File: src/rtl/exptok_pkg.sv
// Types and constants shared by the expression tokenizer modules.
// No dependencies; compile this file first.
`default_nettype none

package exptok_pkg;

  // Fixed widths of the result word fields.
  localparam int MantOutW = 32;
  localparam int PosOutW  = 16;
  localparam int FracW    = 5;
  localparam logic [FracW-1:0] FracMax = 5'd31;

  // Output queue depth; it must hold at least the two tokens one byte can cause.
  localparam int QueueDepth = 4;
  localparam int QueuePtrW  = 2;
  localparam int QueueCntW  = 3;

  typedef logic [MantOutW-1:0] mant_out_t;
  typedef logic [PosOutW-1:0]  pos_out_t;

  typedef enum logic [2:0] {
    K_OP   = 3'd0,
    K_BRAC = 3'd1,
    K_NUM  = 3'd2,
    K_END  = 3'd3,
    K_ERR  = 3'd4
  } kind_t;

  localparam logic [3:0] OpAdd  = 4'd0;
  localparam logic [3:0] OpSub  = 4'd1;
  localparam logic [3:0] OpMul  = 4'd2;
  localparam logic [3:0] OpDiv  = 4'd3;
  localparam logic [3:0] OpPow  = 4'd4;
  localparam logic [3:0] OpSin  = 4'd5;
  localparam logic [3:0] OpCos  = 4'd6;
  localparam logic [3:0] OpSqrt = 4'd7;
  localparam logic [3:0] OpCbrt = 4'd8;

  localparam logic [7:0] ChNul    = 8'h00;
  localparam logic [7:0] ChDollar = 8'h24;
  localparam logic [7:0] ChDot    = 8'h2E;
  localparam logic [7:0] ChZero   = 8'h30;
  localparam logic [7:0] ChNine   = 8'h39;
  localparam logic [7:0] ChSpace  = 8'h20;
  localparam logic [7:0] ChTab    = 8'h09;
  localparam logic [7:0] ChPlus   = 8'h2B;
  localparam logic [7:0] ChMinus  = 8'h2D;
  localparam logic [7:0] ChStar   = 8'h2A;
  localparam logic [7:0] ChSlash  = 8'h2F;
  localparam logic [7:0] ChCaret  = 8'h5E;
  localparam logic [7:0] ChLParen = 8'h28;
  localparam logic [7:0] ChRParen = 8'h29;
  localparam logic [7:0] ChLowB   = 8'h62;
  localparam logic [7:0] ChLowC   = 8'h63;
  localparam logic [7:0] ChLowI   = 8'h69;
  localparam logic [7:0] ChLowN   = 8'h6E;
  localparam logic [7:0] ChLowO   = 8'h6F;
  localparam logic [7:0] ChLowQ   = 8'h71;
  localparam logic [7:0] ChLowR   = 8'h72;
  localparam logic [7:0] ChLowS   = 8'h73;
  localparam logic [7:0] ChLowT   = 8'h74;

  typedef enum logic [12:0] {
    M_IDLE = 13'b0000000000001,
    M_INT  = 13'b0000000000010,
    M_FRAC = 13'b0000000000100,
    M_SKIP = 13'b0000000001000,
    M_ERR  = 13'b0000000010000,
    M_S    = 13'b0000000100000,
    M_SI   = 13'b0000001000000,
    M_SQ   = 13'b0000010000000,
    M_SQR  = 13'b0000100000000,
    M_C    = 13'b0001000000000,
    M_CO   = 13'b0010000000000,
    M_CB   = 13'b0100000000000,
    M_CBR  = 13'b1000000000000
  } mode_t;

  typedef struct packed {
    kind_t           kind;
    logic [3:0]      op;
    logic            br;
    mant_out_t       mant;
    logic [FracW-1:0] frac;
    logic            ovf;
    pos_out_t        epos;
    logic            last;
  } token_t;

  // Tokens caused by one byte: an optional leading one and an optional trailing one.
  typedef struct packed {
    logic   a_v;
    token_t a;
    logic   b_v;
    token_t b;
  } emit_t;

  function automatic token_t mk_tok(kind_t kind, logic [3:0] op, logic br,
                                    mant_out_t mant, logic [FracW-1:0] frac,
                                    logic ovf, pos_out_t epos, logic last);
    token_t t;
    t.kind = kind;
    t.op   = op;
    t.br   = br;
    t.mant = mant;
    t.frac = frac;
    t.ovf  = ovf;
    t.epos = epos;
    t.last = last;
    return t;
  endfunction

endpackage

`default_nettype wire

File: src/rtl/exptok_in_if.sv
// Character input channel of the expression tokenizer.
// No dependencies.
`default_nettype none

interface exptok_in_if;
  logic       valid;
  logic       ready;
  logic [7:0] char_code;

  modport source (output valid, output char_code, input ready);
  modport sink   (input valid, input char_code, output ready);
endinterface

`default_nettype wire

File: src/rtl/exptok_out_if.sv
// Token output channel of the expression tokenizer.
// No dependencies.
`default_nettype none

interface exptok_out_if;
  logic        valid;
  logic        ready;
  logic [2:0]  token_kind;
  logic [3:0]  op_code;
  logic        bracket_right;
  logic [31:0] mantissa;
  logic [4:0]  frac_digits;
  logic        overflow;
  logic [15:0] error_position;
  logic        last;

  modport source (output valid, output token_kind, output op_code, output bracket_right,
                  output mantissa, output frac_digits, output overflow,
                  output error_position, output last, input ready);
  modport sink   (input valid, input token_kind, input op_code, input bracket_right,
                  input mantissa, input frac_digits, input overflow,
                  input error_position, input last, output ready);
endinterface

`default_nettype wire

File: src/rtl/exptok_scan.sv
// Lexer state and the per-byte step: number accumulation, keyword matching,
// error and terminator handling. Depends on exptok_pkg.
`default_nettype none

module exptok_scan #(
  parameter int MANTISSA_BITS = 32,
  parameter int POSITION_BITS = 16
) (
  input  wire logic                 clk,
  input  wire logic                 rst_n,
  input  wire logic                 step,
  input  wire logic [7:0]           char_code,
  output exptok_pkg::emit_t         emit
);

  localparam logic [MANTISSA_BITS-1:0] MantMax = '1;

  exptok_pkg::mode_t                 mode_r, mode_nxt;
  logic [MANTISSA_BITS-1:0]          acc_r, acc_nxt;
  logic [exptok_pkg::FracW-1:0]      frac_r, frac_nxt;
  logic                              sat_r, sat_nxt;
  logic [POSITION_BITS-1:0]          pos_r, pos_nxt;
  logic [POSITION_BITS-1:0]          kw_r, kw_nxt;

  logic                              is_term, is_digit, num_mode, fraction;
  logic [3:0]                        dval;
  logic [MANTISSA_BITS-1:0]          base_acc;
  logic [exptok_pkg::FracW-1:0]      base_frac;
  logic                              base_sat;
  logic [MANTISSA_BITS+3:0]          prod;
  logic [MANTISSA_BITS-1:0]          add_acc;
  logic [exptok_pkg::FracW-1:0]      add_frac;
  logic                              add_sat;
  logic                              kw_ok, kw_done;
  exptok_pkg::mode_t                 kw_next;
  logic [3:0]                        kw_op;

  assign is_term  = (char_code == exptok_pkg::ChNul) || (char_code == exptok_pkg::ChDollar);
  assign is_digit = (char_code >= exptok_pkg::ChZero) && (char_code <= exptok_pkg::ChNine);
  assign dval     = char_code[3:0];
  assign num_mode = (mode_r == exptok_pkg::M_INT) || (mode_r == exptok_pkg::M_FRAC);
  assign fraction = (mode_r == exptok_pkg::M_FRAC);

  // A digit either extends the number in progress or starts a new one from zero.
  assign base_acc  = num_mode ? acc_r : '0;
  assign base_frac = num_mode ? frac_r : '0;
  assign base_sat  = num_mode ? sat_r : 1'b0;

  // acc * 10 + d as (acc << 3) + (acc << 1) + d; bits above the mantissa flag overflow.
  assign prod = ({4'b0, base_acc} << 3) + ({4'b0, base_acc} << 1)
              + {{MANTISSA_BITS{1'b0}}, dval};

  always_comb begin
    add_acc  = base_acc;
    add_frac = base_frac;
    add_sat  = base_sat;
    if (!base_sat && !(fraction && base_frac >= exptok_pkg::FracMax)) begin
      if (|prod[MANTISSA_BITS+3:MANTISSA_BITS]) begin
        add_acc = MantMax;
        add_sat = 1'b1;
      end else begin
        add_acc  = prod[MANTISSA_BITS-1:0];
        add_frac = base_frac + {{(exptok_pkg::FracW-1){1'b0}}, fraction};
      end
    end
  end

  always_comb begin
    kw_ok   = 1'b0;
    kw_done = 1'b0;
    kw_next = exptok_pkg::M_IDLE;
    kw_op   = exptok_pkg::OpAdd;
    unique case (mode_r)
      exptok_pkg::M_S: begin
        if (char_code == exptok_pkg::ChLowI) begin
          kw_ok = 1'b1; kw_next = exptok_pkg::M_SI;
        end else if (char_code == exptok_pkg::ChLowQ) begin
          kw_ok = 1'b1; kw_next = exptok_pkg::M_SQ;
        end
      end
      exptok_pkg::M_SI: begin
        if (char_code == exptok_pkg::ChLowN) begin
          kw_ok = 1'b1; kw_done = 1'b1; kw_op = exptok_pkg::OpSin;
        end
      end
      exptok_pkg::M_SQ: begin
        if (char_code == exptok_pkg::ChLowR) begin
          kw_ok = 1'b1; kw_next = exptok_pkg::M_SQR;
        end
      end
      exptok_pkg::M_SQR: begin
        if (char_code == exptok_pkg::ChLowT) begin
          kw_ok = 1'b1; kw_done = 1'b1; kw_op = exptok_pkg::OpSqrt;
        end
      end
      exptok_pkg::M_C: begin
        if (char_code == exptok_pkg::ChLowO) begin
          kw_ok = 1'b1; kw_next = exptok_pkg::M_CO;
        end else if (char_code == exptok_pkg::ChLowB) begin
          kw_ok = 1'b1; kw_next = exptok_pkg::M_CB;
        end
      end
      exptok_pkg::M_CO: begin
        if (char_code == exptok_pkg::ChLowS) begin
          kw_ok = 1'b1; kw_done = 1'b1; kw_op = exptok_pkg::OpCos;
        end
      end
      exptok_pkg::M_CB: begin
        if (char_code == exptok_pkg::ChLowR) begin
          kw_ok = 1'b1; kw_next = exptok_pkg::M_CBR;
        end
      end
      exptok_pkg::M_CBR: begin
        if (char_code == exptok_pkg::ChLowT) begin
          kw_ok = 1'b1; kw_done = 1'b1; kw_op = exptok_pkg::OpCbrt;
        end
      end
      default: begin
      end
    endcase
  end

  always_comb begin
    exptok_pkg::mode_t mid;
    logic              stop;
    exptok_pkg::token_t blank;

    blank    = exptok_pkg::mk_tok(exptok_pkg::K_OP, exptok_pkg::OpAdd, 1'b0, '0, '0,
                                  1'b0, '0, 1'b0);
    mid      = mode_r;
    stop     = 1'b0;
    mode_nxt = mode_r;
    acc_nxt  = acc_r;
    frac_nxt = frac_r;
    sat_nxt  = sat_r;
    kw_nxt   = kw_r;
    emit.a_v = 1'b0;
    emit.a   = blank;
    emit.b_v = 1'b0;
    emit.b   = blank;

    // First pass: finish whatever token is in progress.
    unique case (mode_r)
      exptok_pkg::M_INT, exptok_pkg::M_FRAC, exptok_pkg::M_SKIP: begin
        if (is_digit) begin
          if (mode_r != exptok_pkg::M_SKIP) begin
            acc_nxt  = add_acc;
            frac_nxt = add_frac;
            sat_nxt  = add_sat;
          end
          stop = 1'b1;
        end else if (char_code == exptok_pkg::ChDot) begin
          mode_nxt = (mode_r == exptok_pkg::M_INT) ? exptok_pkg::M_FRAC : exptok_pkg::M_SKIP;
          stop     = 1'b1;
        end else begin
          emit.a_v = 1'b1;
          emit.a   = exptok_pkg::mk_tok(exptok_pkg::K_NUM, exptok_pkg::OpAdd, 1'b0,
                                        exptok_pkg::mant_out_t'(acc_r), frac_r, sat_r,
                                        '0, 1'b0);
          mid      = exptok_pkg::M_IDLE;
        end
      end
      exptok_pkg::M_IDLE, exptok_pkg::M_ERR: begin
      end
      default: begin
        if (!kw_ok) begin
          emit.a_v = 1'b1;
          emit.a   = exptok_pkg::mk_tok(exptok_pkg::K_ERR, exptok_pkg::OpAdd, 1'b0, '0, '0,
                                        1'b0, exptok_pkg::pos_out_t'(kw_r), 1'b0);
          mid      = exptok_pkg::M_ERR;
          mode_nxt = exptok_pkg::M_ERR;
          stop     = !is_term;
        end else begin
          if (kw_done) begin
            emit.a_v = 1'b1;
            emit.a   = exptok_pkg::mk_tok(exptok_pkg::K_OP, kw_op, 1'b0, '0, '0,
                                          1'b0, '0, 1'b0);
          end
          mode_nxt = kw_next;
          stop     = 1'b1;
        end
      end
    endcase

    // Second pass: terminator, error drop, or start of a new token.
    if (!stop) begin
      if (is_term) begin
        emit.b_v = 1'b1;
        emit.b   = exptok_pkg::mk_tok(exptok_pkg::K_END, exptok_pkg::OpAdd, 1'b0, '0, '0,
                                      1'b0, '0, 1'b1);
        mode_nxt = exptok_pkg::M_IDLE;
      end else if (mid == exptok_pkg::M_ERR) begin
        mode_nxt = exptok_pkg::M_ERR;
      end else begin
        mode_nxt = exptok_pkg::M_IDLE;
        priority if (char_code == exptok_pkg::ChSpace || char_code == exptok_pkg::ChTab) begin
        end else if (char_code == exptok_pkg::ChPlus || char_code == exptok_pkg::ChMinus ||
                     char_code == exptok_pkg::ChStar || char_code == exptok_pkg::ChSlash ||
                     char_code == exptok_pkg::ChCaret) begin
          emit.b_v = 1'b1;
          emit.b   = exptok_pkg::mk_tok(exptok_pkg::K_OP,
                       (char_code == exptok_pkg::ChPlus)  ? exptok_pkg::OpAdd :
                       (char_code == exptok_pkg::ChMinus) ? exptok_pkg::OpSub :
                       (char_code == exptok_pkg::ChStar)  ? exptok_pkg::OpMul :
                       (char_code == exptok_pkg::ChSlash) ? exptok_pkg::OpDiv :
                                                            exptok_pkg::OpPow,
                       1'b0, '0, '0, 1'b0, '0, 1'b0);
        end else if (char_code == exptok_pkg::ChLParen ||
                     char_code == exptok_pkg::ChRParen) begin
          emit.b_v = 1'b1;
          emit.b   = exptok_pkg::mk_tok(exptok_pkg::K_BRAC, exptok_pkg::OpAdd,
                                        char_code == exptok_pkg::ChRParen, '0, '0,
                                        1'b0, '0, 1'b0);
        end else if (char_code == exptok_pkg::ChLowS || char_code == exptok_pkg::ChLowC) begin
          mode_nxt = (char_code == exptok_pkg::ChLowS) ? exptok_pkg::M_S : exptok_pkg::M_C;
          kw_nxt   = pos_r;
        end else if (is_digit) begin
          acc_nxt  = add_acc;
          frac_nxt = add_frac;
          sat_nxt  = add_sat;
          mode_nxt = exptok_pkg::M_INT;
        end else begin
          emit.b_v = 1'b1;
          emit.b   = exptok_pkg::mk_tok(exptok_pkg::K_ERR, exptok_pkg::OpAdd, 1'b0, '0, '0,
                                        1'b0, exptok_pkg::pos_out_t'(pos_r), 1'b0);
          mode_nxt = exptok_pkg::M_ERR;
        end
      end
    end

    pos_nxt = (!stop && is_term) ? '0 : pos_r + 1'b1;
  end

  always_ff @(posedge clk) begin
    if (!rst_n) begin
      mode_r <= exptok_pkg::M_IDLE;
      acc_r  <= '0;
      frac_r <= '0;
      sat_r  <= 1'b0;
      pos_r  <= '0;
      kw_r   <= '0;
    end else if (step) begin
      mode_r <= mode_nxt;
      acc_r  <= acc_nxt;
      frac_r <= frac_nxt;
      sat_r  <= sat_nxt;
      pos_r  <= pos_nxt;
      kw_r   <= kw_nxt;
    end
  end

endmodule

`default_nettype wire

File: src/rtl/exptok_queue.sv
// Token output queue: takes up to two tokens per step and presents one word per
// cycle while the output channel is ready. Depends on exptok_pkg and exptok_out_if.
`default_nettype none

module exptok_queue (
  input  wire logic                 clk,
  input  wire logic                 rst_n,
  input  wire logic                 push,
  input  wire exptok_pkg::emit_t    emit,
  output logic                      room,
  exptok_out_if.source              out_ch
);

  exptok_pkg::token_t                     mem [exptok_pkg::QueueDepth];
  logic [exptok_pkg::QueuePtrW-1:0]       wr_r, wr_nxt, rd_r, rd_nxt;
  logic [exptok_pkg::QueueCntW-1:0]       cnt_r, cnt_nxt;
  exptok_pkg::token_t                     t0, t1;
  logic [1:0]                             n_push;
  logic                                   pop;
  exptok_pkg::token_t                     head;

  // Pack the present tokens to the front.
  always_comb begin
    t0     = emit.a_v ? emit.a : emit.b;
    t1     = emit.b;
    n_push = push ? ({1'b0, emit.a_v} + {1'b0, emit.b_v}) : 2'd0;
  end

  assign pop  = out_ch.valid && out_ch.ready;
  assign room = (cnt_r <= exptok_pkg::QueueCntW'(exptok_pkg::QueueDepth - 2));

  assign wr_nxt  = wr_r + exptok_pkg::QueuePtrW'(n_push);
  assign rd_nxt  = rd_r + exptok_pkg::QueuePtrW'(pop);
  assign cnt_nxt = cnt_r + exptok_pkg::QueueCntW'(n_push) - exptok_pkg::QueueCntW'(pop);

  always_ff @(posedge clk) begin
    if (!rst_n) begin
      wr_r  <= '0;
      rd_r  <= '0;
      cnt_r <= '0;
    end else begin
      wr_r  <= wr_nxt;
      rd_r  <= rd_nxt;
      cnt_r <= cnt_nxt;
    end
  end

  always_ff @(posedge clk) begin
    if (n_push != 2'd0) begin
      mem[wr_r] <= t0;
    end
    if (n_push == 2'd2) begin
      mem[wr_r + 1'b1] <= t1;
    end
  end

  assign head = mem[rd_r];

  assign out_ch.valid          = (cnt_r != '0);
  assign out_ch.token_kind     = head.kind;
  assign out_ch.op_code        = head.op;
  assign out_ch.bracket_right  = head.br;
  assign out_ch.mantissa       = head.mant;
  assign out_ch.frac_digits    = head.frac;
  assign out_ch.overflow       = head.ovf;
  assign out_ch.error_position = head.epos;
  assign out_ch.last           = head.last;

endmodule

`default_nettype wire

File: src/rtl/expression_tokenizer.sv
// Top level of the expression tokenizer: byte input register, lexer step and
// token queue. Depends on exptok_pkg, exptok_in_if, exptok_out_if,
// exptok_scan and exptok_queue.
//
//   Channel  Direction  Word                        Handshake
//   in_ch    sink       char_code[7:0]              valid/ready
//   out_ch   source     token fields (kind .. last) valid/ready
//
// One byte is taken per cycle while the input is ready; it is latched in byte_r and
// lexed once the queue has room, and its tokens are written to a four-word queue at
// the end of that cycle, from which they are offered in order.
// A byte that yields two tokens (number then operator, error then end) leaves one
// extra word in the queue; such a byte always follows one that yields none, so
// with the output ready the input never stalls.
// Reset is synchronous and active low and clears all lexer state.
// A stalled output fills the queue; at three words lexing stops and, once a byte is held, the input deasserts ready.
`default_nettype none

module expression_tokenizer #(
  parameter int MANTISSA_BITS = 32,
  parameter int POSITION_BITS = 16
) (
  input  wire logic    clk,
  input  wire logic    rst_n,
  exptok_in_if.sink    in_ch,
  exptok_out_if.source out_ch
);

  logic              byte_v_r;
  logic [7:0]        byte_r;
  logic              room;
  logic              step;
  exptok_pkg::emit_t emit;

  assign step        = byte_v_r && room;
  assign in_ch.ready = !byte_v_r || step;

  always_ff @(posedge clk) begin
    if (!rst_n) begin
      byte_v_r <= 1'b0;
    end else if (in_ch.ready) begin
      byte_v_r <= in_ch.valid;
    end
  end

  always_ff @(posedge clk) begin
    if (in_ch.ready && in_ch.valid) begin
      byte_r <= in_ch.char_code;
    end
  end

  exptok_scan #(
    .MANTISSA_BITS(MANTISSA_BITS),
    .POSITION_BITS(POSITION_BITS)
  ) u_scan (
    .clk       (clk),
    .rst_n     (rst_n),
    .step      (step),
    .char_code (byte_r),
    .emit      (emit)
  );

  exptok_queue u_queue (
    .clk    (clk),
    .rst_n  (rst_n),
    .push   (step),
    .emit   (emit),
    .room   (room),
    .out_ch (out_ch)
  );

endmodule

`default_nettype wire

File: src/flat_wrapper.sv
// flat-port wrapper written by rule: the top's interface ports become plain ports
module expression_tokenizer_flat 
#(
  parameter int MANTISSA_BITS = 32,
  parameter int POSITION_BITS = 16
)
  (clk, rst_n, in_ch_valid, in_ch_char_code, in_ch_ready, out_ch_valid, out_ch_token_kind, out_ch_op_code, out_ch_bracket_right, out_ch_mantissa, out_ch_frac_digits, out_ch_overflow, out_ch_error_position, out_ch_last, out_ch_ready);
  exptok_in_if in_ch_i ();
  exptok_out_if out_ch_i ();
  input  wire logic clk;
  input  wire logic rst_n;
  input wire logic [$bits(in_ch_i.valid)-1:0] in_ch_valid;
  input wire logic [$bits(in_ch_i.char_code)-1:0] in_ch_char_code;
  output wire logic [$bits(in_ch_i.ready)-1:0] in_ch_ready;
  output wire logic [$bits(out_ch_i.valid)-1:0] out_ch_valid;
  output wire logic [$bits(out_ch_i.token_kind)-1:0] out_ch_token_kind;
  output wire logic [$bits(out_ch_i.op_code)-1:0] out_ch_op_code;
  output wire logic [$bits(out_ch_i.bracket_right)-1:0] out_ch_bracket_right;
  output wire logic [$bits(out_ch_i.mantissa)-1:0] out_ch_mantissa;
  output wire logic [$bits(out_ch_i.frac_digits)-1:0] out_ch_frac_digits;
  output wire logic [$bits(out_ch_i.overflow)-1:0] out_ch_overflow;
  output wire logic [$bits(out_ch_i.error_position)-1:0] out_ch_error_position;
  output wire logic [$bits(out_ch_i.last)-1:0] out_ch_last;
  input wire logic [$bits(out_ch_i.ready)-1:0] out_ch_ready;
  assign in_ch_i.valid = in_ch_valid;
  assign in_ch_i.char_code = in_ch_char_code;
  assign in_ch_ready = in_ch_i.ready;
  assign out_ch_valid = out_ch_i.valid;
  assign out_ch_token_kind = out_ch_i.token_kind;
  assign out_ch_op_code = out_ch_i.op_code;
  assign out_ch_bracket_right = out_ch_i.bracket_right;
  assign out_ch_mantissa = out_ch_i.mantissa;
  assign out_ch_frac_digits = out_ch_i.frac_digits;
  assign out_ch_overflow = out_ch_i.overflow;
  assign out_ch_error_position = out_ch_i.error_position;
  assign out_ch_last = out_ch_i.last;
  assign out_ch_i.ready = out_ch_ready;
  expression_tokenizer #(.MANTISSA_BITS(MANTISSA_BITS), .POSITION_BITS(POSITION_BITS)) u_core (.clk(clk), .rst_n(rst_n), .in_ch(in_ch_i), .out_ch(out_ch_i));
endmodule
File: config.mk
export PLATFORM = sky130hd
export DESIGN_NAME = expression_tokenizer_flat
export DESIGN_NICKNAME = d
export VERILOG_FILES = /design/src/rtl/exptok_pkg.sv /design/src/rtl/exptok_in_if.sv /design/src/rtl/exptok_out_if.sv /design/src/rtl/exptok_scan.sv /design/src/rtl/exptok_queue.sv /design/src/rtl/expression_tokenizer.sv /design/src/flat_wrapper.sv
export SDC_FILE = /design/constraint.sdc
export NUM_CORES = 1
export LEC_CHECK = 0
export BUFFER_PORTS_ARGS = -buffer_cell sky130_fd_sc_hd__buf_2
export CAP_MARGIN = 20
export CORE_MARGIN = 10
export CORE_UTILIZATION = 50
export CTS_CLUSTER_DIAMETER = 40
export CTS_CLUSTER_SIZE = 24
export DETAILED_ROUTE_END_ITERATION = 10
export PLACE_DENSITY_LB_ADDON = 0.05
export SETUP_SLACK_MARGIN = 0.4
export SLEW_MARGIN = 20
export SYNTH_ARGS = -nofsm -noshare
export SYNTH_HDL_FRONTEND = slang
export SYNTH_HIERARCHICAL = 1
export SYNTH_SLANG_ARGS = --single-unit
export TNS_END_PERCENT = 1
File: constraint.sdc
create_clock -name clk -period 9.7 [get_ports clk]
set_clock_uncertainty 0.2 [all_clocks]
set_input_delay 0 -clock clk [delete_from_list [all_inputs] [get_ports clk]]
set_output_delay 0 -clock clk [all_outputs]
set_load 0.03 [all_outputs]
==> impl_summary.log <==
INFO  metric drt_pre_antenna_iters = 5
INFO  metric clk_sink_count = 351
INFO  metric timing_worst_setup_path_type = register to register
INFO  metric power.leakage = 8.13 nW
INFO  metric cells_after_synthesis = 1,759
INFO  metric top_signal_layer_used = met5
INFO  metric clock_tree.root_cell = sky130_fd_sc_hd__clkbuf_16
INFO  metric power = 0.00512 W
INFO  metric route.detailed.drc = 0
INFO  metric multi_input_comb_area = 9900 µm²
INFO  metric tightestPinTransition = 1.11 ns
INFO  metric io_buffers = 76
INFO  metric globalRouteTotalUtil = 21.9%
INFO  metric rsz0062_at_grt = false
INFO  metric synthArstFlopShare = 0%
INFO  metric layout-drive-gt1-share = 16.8%
INFO  metric totalNegativeSetupSlack = 0 ns
INFO  metric most_common_cell_after_layout_fill_and_taps_aside = sky130_fd_sc_hd__edfxtp_1
INFO  metric antenna-diode-count = 0
INFO  metric result_of_the_run = complete, no violations
INFO  metric route.vias.total = 14,680
INFO  metric synth.cell_area = 20,300 µm²
INFO  metric crit_start = u_core/u_scan/mode_r[4]
INFO  metric final_max_slew_viol_count = 0
INFO  metric postSynthAreaPerCell = 11.5 µm²
INFO  metric final_cell_mix = 260 x sky130_fd_sc_hd__edfxtp_1, 252 x sky130_fd_sc_hd__o2bb2ai_1, 156 x sky130_fd_sc_hd__nand2_1
INFO  metric dp_worst_setup_slack = 3.22 ns
INFO  metric worst_setup_path_endpoint = u_core/u_scan/acc_r[19]
INFO  metric rows = 73
INFO  metric cp.required = 9.89 ns
INFO  metric crit_path_max_fanout = 44
INFO  metric edff_count_synth = 260
INFO  metric fp.dieArea = 49,000 µm²
INFO  metric drt-total-wl = 55,200 µm
INFO  metric ioPinCount = 77
INFO  metric timing.final.crit_share = 67.4%
INFO  metric grt_ovf = 0
INFO  metric final-seq-area = 9640 µm²
INFO  metric synth-seq-area-share = 47.5%
INFO  metric worst_setup_path_end_kind = register
INFO  metric finalSetupViolCount = 0
INFO  metric maxSlewHeadroom = 25.7%
INFO  metric cts_buffer_depth = 3
INFO  metric routed_wire_per_std_cell = 23.2 µm
INFO  metric initial_cell_density_of_the_core = 50.8%
INFO  metric reg2reg_depth = 18
INFO  metric critical_path.startpoint_type = register
INFO  metric powerDensity = 224 nW/µm²
INFO  metric drt_iter0_markers = 1,228
INFO  metric cap_viol_max_count = 0
INFO  metric layout-area-overhead-vs-synth = 12.7%
INFO  metric viasPerCell = 6.17
INFO  metric detail_route.wirelength.met1 = 24,100 µm
INFO  metric worst_setup_hold_path_clk_slew = 0.05 ns
INFO  metric grt_antenna_before_repair = 1
INFO  metric grt_first_pass_wirelength = 86,500 µm
INFO  metric min_period = 6.54 ns
INFO  metric first_global_vias = 14,883
INFO  metric arrival = 6.73 ns
INFO  metric regToRegSetupSlack = 3.16 ns
INFO  metric worst_skew_pair.late_latency = 0.59 ns
INFO  metric yosysWarnings = 6
INFO  metric final_net_count = 1,896
INFO  metric numCtsBuffers = 49
INFO  metric met2_wirelength_from_detailed_routing = 26,700 µm
INFO  metric core-area = 39,900 µm²
INFO  metric htree_num_levels = 2
INFO  metric gp_routability_congestion = 0.864
INFO  metric max-vdd-ir-drop = 141 µV
INFO  metric final_critical_path_setup_slack = 3.16 ns
INFO  metric fillers = 3,344
INFO  metric report.final.hold_viol_count = 0
INFO  metric postSynthRegisterBits = 351
INFO  metric synth_top_flop_cell = sky130_fd_sc_hd__edfxtp_1
INFO  metric hold_depth = 3
INFO  metric reg2reg_from = u_core/u_scan/mode_r[4]
INFO  metric critical_path.reg2reg.endpoint = u_core/u_scan/acc_r[19]
INFO  metric unique_cell_type_count_in_the_yosys_netlist = 93
INFO  metric hold_path_class = input port to register
INFO  metric dpl.hpwl = 34,400 µm
INFO  metric cts_tree = built
INFO  metric largest_net_degree_at_the_start_of_global_routing = 68
INFO  metric fmax_achieved = 153 MHz
INFO  metric ant_nets = 0
INFO  metric dieWidth = 221 µm
INFO  metric met3WireLength = 3280 µm
INFO  metric fp.dieH = 221 µm
metrics by stage:
stage               util, %  hold slack [ns]  cell area [µm²]  cells
global placement       52.2          -0.0232            20800   2265
floorplan                 -           -0.101            20400   1800
detailed placement     52.2          -0.0219            20900   2265
global route           57.2            0.208            22800   2378
finish                 57.2            0.198            22800   2378
CTS                    57.2            0.173            22800   2378
sequential cells by signal (all words and copies together) (netlist names):
| register | count |
|---|---|
| u_core/u_scan/sat_r | 1 |
| u_core/u_queue/rd_r | 2 |
| u_core/u_queue/cnt_r | 3 |
| u_core/u_scan/pos_r | 16 |
| u_core/byte_v_r | 1 |
| u_core/u_queue/wr_r | 2 |
| u_core/u_scan/acc_r | 32 |
| u_core/byte_r | 8 |
| u_core/u_scan/mode_r | 13 |
| u_core/u_queue/mem | 252 |
| u_core/u_scan/kw_r | 16 |
| u_core/u_scan/frac_r | 5 |
power by group:
| part | total (W) | internal, W | leakage [nW] | switching (W) |
|---|---|---|---|---|
| Combinational | 0.00135 | 0.000482 | 4.15 | 0.000868 |
| Sequential | 0.00186 | 0.00177 | 3.12 | 0.0000927 |
| Clock | 0.00191 | 0.00121 | 0.866 | 0.000698 |
| Total | 0.00512 | 0.00346 | 8.13 | 0.00166 |
routing by layer:
metal  vias up  GRT usage [%]
li1       6885              -
met1      7301           28.4
met2       420           36.7
met3        72           3.78
met4         2           6.87
met5         -              0
cell usage after synthesis (6+ instances only):
cell,count,area [µm²]
sky130_fd_sc_hd__nand2_1,156,586
sky130_fd_sc_hd__buf_2,63,315
sky130_fd_sc_hd__edfxtp_1,260,7810
sky130_fd_sc_hd__a211oi_2,6,75.1
sky130_fd_sc_hd__dfxtp_1,91,1820
sky130_fd_sc_hd__ha_1,69,863
sky130_fd_sc_hd__o21ai_0,36,180
sky130_fd_sc_hd__mux2i_1,16,160
sky130_fd_sc_hd__nand2b_1,10,62.6
sky130_fd_sc_hd__a31oi_1,8,50.1
sky130_fd_sc_hd__nor2_1,87,327
sky130_fd_sc_hd__nor3_1,15,75.1
sky130_fd_sc_hd__nor2b_1,9,56.3
sky130_fd_sc_hd__nor3b_1,9,67.6
sky130_fd_sc_hd__a21o_1,11,82.6
sky130_fd_sc_hd__buf_4,47,353
sky130_fd_sc_hd__a21oi_1,71,355
sky130_fd_sc_hd__xnor2_1,24,210
sky130_fd_sc_hd__o2bb2ai_1,252,2210
sky130_fd_sc_hd__clkbuf_1,44,165
sky130_fd_sc_hd__nor4_1,11,68.8
sky130_fd_sc_hd__nand4_1,14,87.6
sky130_fd_sc_hd__nand3_1,42,210
sky130_fd_sc_hd__o211ai_1,11,82.6
sky130_fd_sc_hd__or3_1,10,62.6
sky130_fd_sc_hd__mux4_2,63,1420
sky130_fd_sc_hd__o32ai_1,7,61.3
sky130_fd_sc_hd__inv_1,17,63.8
sky130_fd_sc_hd__or2_2,7,43.8
sky130_fd_sc_hd__and2_1,117,732
sky130_fd_sc_hd__and3_1,11,68.8
sky130_fd_sc_hd__xor2_1,31,272
sky130_fd_sc_hd__buf_6,7,78.8
cell families (layout without fill, tap and decap cells):
group | Yosys count | after routing | share of synthesized area, %
flip-flops | 351 | 351 | 47.5
buffers and inverters | 182 | 235 | 4.89
adder cells (fa/ha/maj) | 72 | 72 | 4.56
multiplexers | 81 | 81 | 7.96
AO/OA/AOI/OAI | 478 | 478 | 18.7
other | 1 | 42 | 0.0185
XOR/XNOR | 55 | 55 | 2.38
AND/OR/NAND/NOR | 539 | 539 | 14.0
final cells by class:
type	instances	area share, %
Inverter	18	0.296
Timing Repair Buffer	125	3.51
Tap cell	525	2.88
Clock buffer	56	5.62
Clock inverter	36	2.16
Sequential cell	351	42.2
Multi-Input combinational cell	1267	43.3
worst min path at each step:
stage,start,to,slack (ns)
floorplan,in_ch_char_code[0],u_core/byte_r[0],-0.10
global placement,in_ch_char_code[3],u_core/byte_r[3],-0.02
detailed placement,in_ch_char_code[7],u_core/byte_r[7],-0.02
CTS,in_ch_valid,u_core/byte_r[1],0.17
global route,in_ch_valid,u_core/byte_r[0],0.21
finish,in_ch_valid,u_core/byte_r[0],0.20
what timing repair did:
item / CTS / global route
hold buffers: 21 / 0
endpoints found under the hold margin: 37 / 0
setup buffers: 0 / 0
resized for setup: 0 / 0
critical path, stage by stage, from the launching register on:
cell                       delay [ns]
sky130_fd_sc_hd__dfxtp_1         0.38
sky130_fd_sc_hd__or4_4           0.58
sky130_fd_sc_hd__or4_4           0.47
sky130_fd_sc_hd__nor3b_4         0.18
sky130_fd_sc_hd__buf_4           0.37
sky130_fd_sc_hd__and2_1          0.26
sky130_fd_sc_hd__ha_1            0.18
sky130_fd_sc_hd__ha_1            0.20
sky130_fd_sc_hd__inv_1           0.07
sky130_fd_sc_hd__fa_1            0.45
sky130_fd_sc_hd__nand2b_1        0.18
sky130_fd_sc_hd__a21o_1          0.19
sky130_fd_sc_hd__a31oi_1         0.23
sky130_fd_sc_hd__o21ai_0         0.28
sky130_fd_sc_hd__o31ai_1         0.48
sky130_fd_sc_hd__mux2i_4         0.36
sky130_fd_sc_hd__nand4_4         0.36
sky130_fd_sc_hd__nor2_2          0.76
sky130_fd_sc_hd__a311oi_1        0.19
Note: power is estimated with default switching activity, not from simulation.
